<file path="src/rtl/hrt_pkg.sv">
// shared types, constants and tables for the haversine range tracker
`timescale 1ns / 1ps
package hrt_pkg;

  localparam int ANGLE_FRACTION_BITS = 30;
  localparam int F = ANGLE_FRACTION_BITS;
  localparam int ITER_W = $clog2(F + 1);
  localparam int ROM_IDX_W = $clog2(F);
  localparam int VAL_W = F + 6;
  localparam int MAG_W = 32;
  localparam int PROD_W = 2 * MAG_W;
  localparam int SQ_W = 2 * F + 2;
  localparam int SR_W = F + 5;
  localparam int SQQ_W = F + 1;
  localparam int LAT_W = 28;
  localparam int LON_W = 29;
  localparam int RAD_W = 13;
  localparam int K_W = 24;
  localparam int DIST_W = 25;
  localparam int ANG_W = 32;
  localparam int CFG_DATA_W = 29;
  localparam int CFG_IDX_W = 2;
  localparam int IN_DATA_W = 64;
  localparam int OUT_DATA_W = 80;

  localparam logic [CFG_IDX_W-1:0] REG_REF_LAT = 2'd0;
  localparam logic [CFG_IDX_W-1:0] REG_REF_LON = 2'd1;
  localparam logic [CFG_IDX_W-1:0] REG_RADIUS = 2'd2;

  localparam logic signed [LAT_W-1:0] RESET_REF_LAT = 28'sd44820783;
  localparam logic signed [LON_W-1:0] RESET_REF_LON = -29'sd501887;
  localparam logic [RAD_W-1:0] RESET_RADIUS = 13'd6371;

  localparam logic signed [ANG_W-1:0] TURN = 32'sd720000000;
  localparam logic signed [ANG_W-1:0] HALF_TURN = 32'sd360000000;
  localparam logic signed [ANG_W-1:0] QUARTER_TURN = 32'sd180000000;

  localparam longint unsigned PI_Q60 = 64'h3243F6A8885A308D;
  localparam longint unsigned GAIN_Q60 = 64'd700114967507363114;
  localparam longint unsigned RAD_Q56 = (PI_Q60 >> 4) / 64'd360000000;
  localparam longint unsigned GAIN_F = (GAIN_Q60 + (64'd1 << (59 - F))) >> (60 - F);
  localparam longint unsigned ONE_F = 64'd1 << F;
  localparam logic [PROD_W-1:0] HALF_F = PROD_W'(64'd1 << (F - 1));
  localparam logic [PROD_W-1:0] HALF_Z = PROD_W'(64'd1 << (55 - F));
  localparam logic [PROD_W-1:0] DIST_LIMIT = PROD_W'(64'd33554431);
  localparam logic [K_W-1:0] METRES_PER_KM_X2 = 24'd2000;

  typedef logic signed [VAL_W-1:0] val_t;
  typedef val_t atan_rom_t [F];

  // long division by shift and subtract, used only while building the table
  function automatic longint unsigned shift_divide(longint unsigned num,
                                                   longint unsigned den);
    longint unsigned q;
    longint unsigned r;
    q = 0;
    r = 0;
    for (int bi = 63; bi >= 0; bi--) begin
      r = (r << 1) | ((num >> bi) & 64'd1);
      if (r >= den) begin
        r = r - den;
        q = q | (64'd1 << bi);
      end
    end
    return q;
  endfunction

  function automatic atan_rom_t build_atan_rom();
    atan_rom_t t;
    longint v;
    longint term;
    int e;
    int k;
    for (int i = 0; i < F; i++) begin
      v = 0;
      if (i == 0) begin
        v = longint'(PI_Q60 >> 2);
      end else begin
        e = i;
        k = 0;
        while (e <= 60) begin
          term = longint'(shift_divide(64'd1 << (60 - e), 64'(2 * k + 1)));
          v = ((k & 1) != 0) ? v - term : v + term;
          e = e + 2 * i;
          k = k + 1;
        end
      end
      t[i] = VAL_W'((v + (longint'(1) << (59 - F))) >>> (60 - F));
    end
    return t;
  endfunction

  localparam atan_rom_t ATAN_ROM = build_atan_rom();

  typedef enum logic [3:0] {
    DP_NOP,
    DP_CAPTURE,
    DP_ANGLE,
    DP_ZMUL,
    DP_ROT_INIT,
    DP_ROT,
    DP_SC_STORE,
    DP_MUL,
    DP_MUL_STORE,
    DP_A,
    DP_SQRT_INIT,
    DP_SQRT,
    DP_SQRT_STORE,
    DP_VEC_INIT,
    DP_VEC,
    DP_DIST
  } dp_op_t;

  typedef enum logic [3:0] {
    S_IDLE,
    S_ANGLE,
    S_ZMUL,
    S_ZINIT,
    S_ROT,
    S_SC_STORE,
    S_MUL,
    S_MUL_STORE,
    S_A,
    S_SQRT_INIT,
    S_SQRT,
    S_SQRT_STORE,
    S_VEC_INIT,
    S_VEC,
    S_DIST_MUL,
    S_DIST
  } ctrl_state_t;

  localparam logic [2:0] SEL_DIST = 3'd4;

  typedef struct packed {
    dp_op_t op;
    logic [2:0] sel;
  } dp_cmd_t;

  typedef struct packed {
    logic rot_last;
    logic sqrt_last;
    logic out_busy;
  } dp_status_t;

endpackage

</file>
<file path="src/rtl/hrt_ctrl.sv">
// sequencer that steps the datapath through one position report
`timescale 1ns / 1ps
module hrt_ctrl
  import hrt_pkg::*;
(
  input  logic       clk,
  input  logic       rst,
  input  logic       in_tvalid,
  output logic       in_tready,
  input  dp_status_t status,
  output dp_cmd_t    cmd
);

  ctrl_state_t state, state_next;
  logic [2:0] sel, sel_next;

  always_ff @(posedge clk) begin
    if (rst) begin
      state <= S_IDLE;
      sel <= '0;
    end else begin
      state <= state_next;
      sel <= sel_next;
    end
  end

  always_comb begin
    state_next = state;
    sel_next = sel;
    case (state)
      S_IDLE: begin
        if (in_tvalid) begin
          state_next = S_ANGLE;
          sel_next = '0;
        end
      end
      S_ANGLE: state_next = S_ZMUL;
      S_ZMUL: state_next = S_ZINIT;
      S_ZINIT: state_next = S_ROT;
      S_ROT: begin
        if (status.rot_last) state_next = S_SC_STORE;
      end
      S_SC_STORE: begin
        if (sel == 3'd3) begin
          sel_next = '0;
          state_next = S_MUL;
        end else begin
          sel_next = sel + 3'd1;
          state_next = S_ANGLE;
        end
      end
      S_MUL: state_next = S_MUL_STORE;
      S_MUL_STORE: begin
        if (sel == 3'd3) begin
          sel_next = '0;
          state_next = S_A;
        end else begin
          sel_next = sel + 3'd1;
          state_next = S_MUL;
        end
      end
      S_A: state_next = S_SQRT_INIT;
      S_SQRT_INIT: state_next = S_SQRT;
      S_SQRT: begin
        if (status.sqrt_last) state_next = S_SQRT_STORE;
      end
      S_SQRT_STORE: begin
        if (sel == 3'd1) begin
          sel_next = '0;
          state_next = S_VEC_INIT;
        end else begin
          sel_next = 3'd1;
          state_next = S_SQRT_INIT;
        end
      end
      S_VEC_INIT: state_next = S_VEC;
      S_VEC: begin
        if (status.rot_last) state_next = S_DIST_MUL;
      end
      S_DIST_MUL: state_next = S_DIST;
      S_DIST: begin
        if (!status.out_busy) state_next = S_IDLE;
      end
      default: state_next = S_IDLE;
    endcase
  end

  always_comb begin
    in_tready = 1'b0;
    cmd.op = DP_NOP;
    cmd.sel = sel;
    case (state)
      S_IDLE: begin
        in_tready = 1'b1;
        if (in_tvalid) cmd.op = DP_CAPTURE;
      end
      S_ANGLE: cmd.op = DP_ANGLE;
      S_ZMUL: cmd.op = DP_ZMUL;
      S_ZINIT: cmd.op = DP_ROT_INIT;
      S_ROT: cmd.op = DP_ROT;
      S_SC_STORE: cmd.op = DP_SC_STORE;
      S_MUL: cmd.op = DP_MUL;
      S_MUL_STORE: cmd.op = DP_MUL_STORE;
      S_A: cmd.op = DP_A;
      S_SQRT_INIT: cmd.op = DP_SQRT_INIT;
      S_SQRT: cmd.op = DP_SQRT;
      S_SQRT_STORE: cmd.op = DP_SQRT_STORE;
      S_VEC_INIT: cmd.op = DP_VEC_INIT;
      S_VEC: cmd.op = DP_VEC;
      S_DIST_MUL: begin
        cmd.op = DP_MUL;
        cmd.sel = SEL_DIST;
      end
      S_DIST: begin
        if (!status.out_busy) cmd.op = DP_DIST;
      end
      default: cmd.op = DP_NOP;
    endcase
  end

endmodule

</file>
<file path="config.mk">
export PLATFORM = sky130hd
export DESIGN_NAME = hrt_ctrl
export DESIGN_NICKNAME = d
export VERILOG_FILES = /design/src/rtl/hrt_pkg.sv /design/src/rtl/hrt_ctrl.sv
export SDC_FILE = /design/constraint.sdc
export NUM_CORES = 1
export LEC_CHECK = 0
export BUFFER_PORTS_ARGS = -buffer_cell sky130_fd_sc_hd__buf_2
export CAP_MARGIN = 20
export CORE_MARGIN = 2
export CORE_UTILIZATION = 45
export CTS_BUF_LIST = sky130_fd_sc_hd__clkbuf_8 sky130_fd_sc_hd__clkbuf_16
export DETAILED_ROUTE_END_ITERATION = 10
export PLACE_DENSITY = 0.71
export SYNTH_ARGS = -nofsm -noshare
export SYNTH_HDL_FRONTEND = slang
export SYNTH_SLANG_ARGS = --single-unit
</file>
<file path="constraint.sdc">
create_clock -name clk -period 1.3 [get_ports clk]
set_input_delay 0 -clock clk [delete_from_list [all_inputs] [get_ports clk]]
set_output_delay 0 -clock clk [all_outputs]
set_load 0.02 [all_outputs]
</file>
==> metrics.yaml <==
grt_pass1_vias: 806
num_rows: 13
syn_inst: 88
portBuffers: 13
multi_input_area_sq_um: 598
cts-buffers-inserted: 3
final_nets: 133
final_layout_size_suffix_gt1_share_pct: 61.3
antenna_found_initial: 0
yosysWarnings: 0
h-tree-depth: 1
power_switching_share_pct: 35.3
ys_top_cells_by_area: "dfxtp_1 22%, a21oi_1 7.1%, buf_2 4.7%"
fin_ws_ns: -0.168
grt_usage_pct: 27.3
max_freq_ghz: 0.681
root_buffer: "clkbuf_8"
routed_wl_mm: 2.79
synth_seq_area_share_pct: 22.1
start_util_pct: 48.7
ys_seq_elements: 7
cts_sinks: 7
cp.required_ns: 1.42
start_kind: "flop"
min_period_over_period_pct: 113
report.final.hold_viol_count: 0
worstSetupEndpointType: "flop"
area_growth_pct: 84.4
fp.coreArea_sq_um: 1300
total_leakage_power_nw: 0.473
route.detailed.drc: 0
dr.pass1.iters: 4
p_per_area_nw_per_um2: 842
wl_met2_mm: 1.42
seq_area_sq_um: 158
dieHeight_microns: 41.5
wl_per_cell_microns: 20.0
synth.net_count: 96
p_sw_mw: 0.347
ant_nets: 0
seqPwrFrac_pct: 25.6
fin_area_sq_um: 1170
grt_pass1_wl_mm: 3.62
async_flop_share_pct: 0
fin_skew_ns: 0.00460
combPwrFrac_pct: 43.6
cts_tree: "built"
drt-initial-drc-count: 41
ir_drop_v: 0.000689
internal_power_mw: 0.636
slew_headroom_pct: 77.1
synth.top_cell.area_share_pct: 22.1
maxCapViolCount: 0
cp_max_fo: 4
n_fill_cell: 53
place_ws_ns: -0.146
die-area_sq_um: 1720
gp_congestion: 0.819
min_path_type: "in2reg"
num_antenna_cells: 0
setup_viol: 14
syn-cell-area_sq_um: 633
pwr-share-clk_pct: 30.9
met3_length_microns: 210
violations: "negative setup slack"
ios: 14
overflow: 0
min_period_ns: 1.47
highest_layer: "met4"
synth_top_cell_by_area: "dfxtp_1"
setup_tns_ns: -0.849
die-width_microns: 41.5
drv_slew: 0
routed-via-count: 849
ys.flop_type: "dfxtp_1"
grt_max_degree: 14
clock_path_buffers: 2
synth_edf_count: 0
tightest_slew_ns: 0.338
drt-met1-wl_microns: 987
synth.distinct_cells: 34
clkLatencyLatePin_ns: 0.23
run_status: "finished with violations"
crit_type: "reg2reg"
rsz0062_at_grt: "true"
place_area_sq_um: 840
hpwl_mm: 1.34
cp.arrival_ns: 1.58
via_per_inst: 6.11
synth.avg_cell_area_sq_um: 7.19
path_clk_slew_ns: 0.04
-- worst paths after layout --
path              slack [ns]             startpoint               endpoint  cells past startpoint
setup / recovery       -0.17  state[2]$_SDFFE_PP0P_  state[0]$_SDFFE_PP0P_                      5
hold / removal          0.05                    rst  state[3]$_SDFFE_PP0P_                      2
setup reg to reg       -0.17  state[2]$_SDFFE_PP0P_  state[0]$_SDFFE_PP0P_                      5
hold reg to reg         0.56    sel[1]$_SDFFE_PP0P_    sel[1]$_SDFFE_PP0P_                      2
-- worst max-delay path: stages (launching register included) --
cell	delay [ns]
dfxtp_4	0.35
or3_1	0.35
a21o_1	0.22
o21ai_4	0.11
mux2i_1	0.26
nor2_1	0.06
-- power groups by stage --
| stage | clock, mW | sequential, mW | combinational [mW] |
|---|---|---|---|
| after detailed placement | 0 | 0.246 | 0.283 |
| after floorplan | 0 | 0.238 | 0.188 |
| after global routing | 0.314 | 0.253 | 0.445 |
| after CTS | 0.295 | 0.249 | 0.357 |
| after global placement | 0 | 0.246 | 0.271 |
| final | 0.303 | 0.251 | 0.428 |
-- registers in the layout (all words and copies together) (netlist names) --
register and cells:
sel 3, state 4
-- per-stage QoR --
| stage | power (mW) | util (%) | std cells | hold WS [ns] |
|---|---|---|---|---|
| 2_1_floorplan | 0.426 | - | 88 | 0.256 |
| 3_3_place_gp | 0.517 | 64.5 | 128 | 0.276 |
| 3_5_place_dp | 0.529 | 64.5 | 128 | 0.280 |
| 4_1_cts | 0.901 | 80.4 | 135 | 0.0400 |
| 5_1_grt | 1.01 | 89.7 | 139 | 0.0611 |
| 6_report | 0.983 | 89.7 | 139 | 0.0461 |
-- repair_timing --
| action | CTS | global route |
|---|---|---|
| gates resized for setup | 41 | 23 |
| hold endpoints to repair | 0 | 0 |
| setup endpoints to repair | 15 | 15 |
| pin swaps | 16 | 9 |
| buffers inserted | 3 | 4 |
| hold buffers | 0 | 0 |
-- Yosys cell counts (all sizes together), types with 2 or more instances --
cell	instances
dfxtp	7
nor2	6
nand3	2
and2	2
nor2b	2
a21oi	9
nand2	6
o21ai	7
buf	8
nor4	4
nand3b	3
inv	5
a211oi	2
xnor2	3
mux2i	2
ha	2
nand2b	4
-- per-layer routing --
metal / vias to the layer above / global-route usage, %
met2: 54 / 49.7
met3: 19 / 9.57
li1: 389 / -
met4: 0 / 12.9
met1: 387 / 27.2
met5: - / 0
-- layout by cell type (no fill, tap or decap), drive strengths merged, types with 2 or more instances in the layout --
| cell | count |
|---|---|
| nand2b | 4 |
| nand3 | 2 |
| xnor2 | 3 |
| ha | 2 |
| nor2 | 6 |
| a211oi | 2 |
| nand3b | 3 |
| a21oi | 9 |
| nor4 | 4 |
| dfxtp | 7 |
| clkbuf | 3 |
| nor2b | 2 |
| mux2i | 2 |
| buf | 40 |
| nand2 | 6 |
| o21ai | 7 |
| inv | 6 |
| and2 | 2 |
-- logic make-up (layout without fill, tap and decap cells) --
| family | Yosys count | in the layout | share of synthesized area [%] |
|---|---|---|---|
| buf+inv | 13 | 49 | 10.1 |
| fa+ha+maj | 3 | 3 | 5.53 |
| flops | 7 | 7 | 22.1 |
| simple gates | 35 | 35 | 30.4 |
| xor+xnor | 3 | 3 | 4.15 |
| mux | 2 | 2 | 3.16 |
| compound gates | 25 | 25 | 24.5 |
-- cell type report --
type,count,share of cell area [%]
inverters,5,1.61
well taps,15,1.61
repair buffers,40,28.2
clock inverters,1,0.322
flip-flops and latches,7,13.5
multi-input cells,68,51.2
clock buffers,3,3.54
No activity file was read; power rests on OpenSTA's default activity.
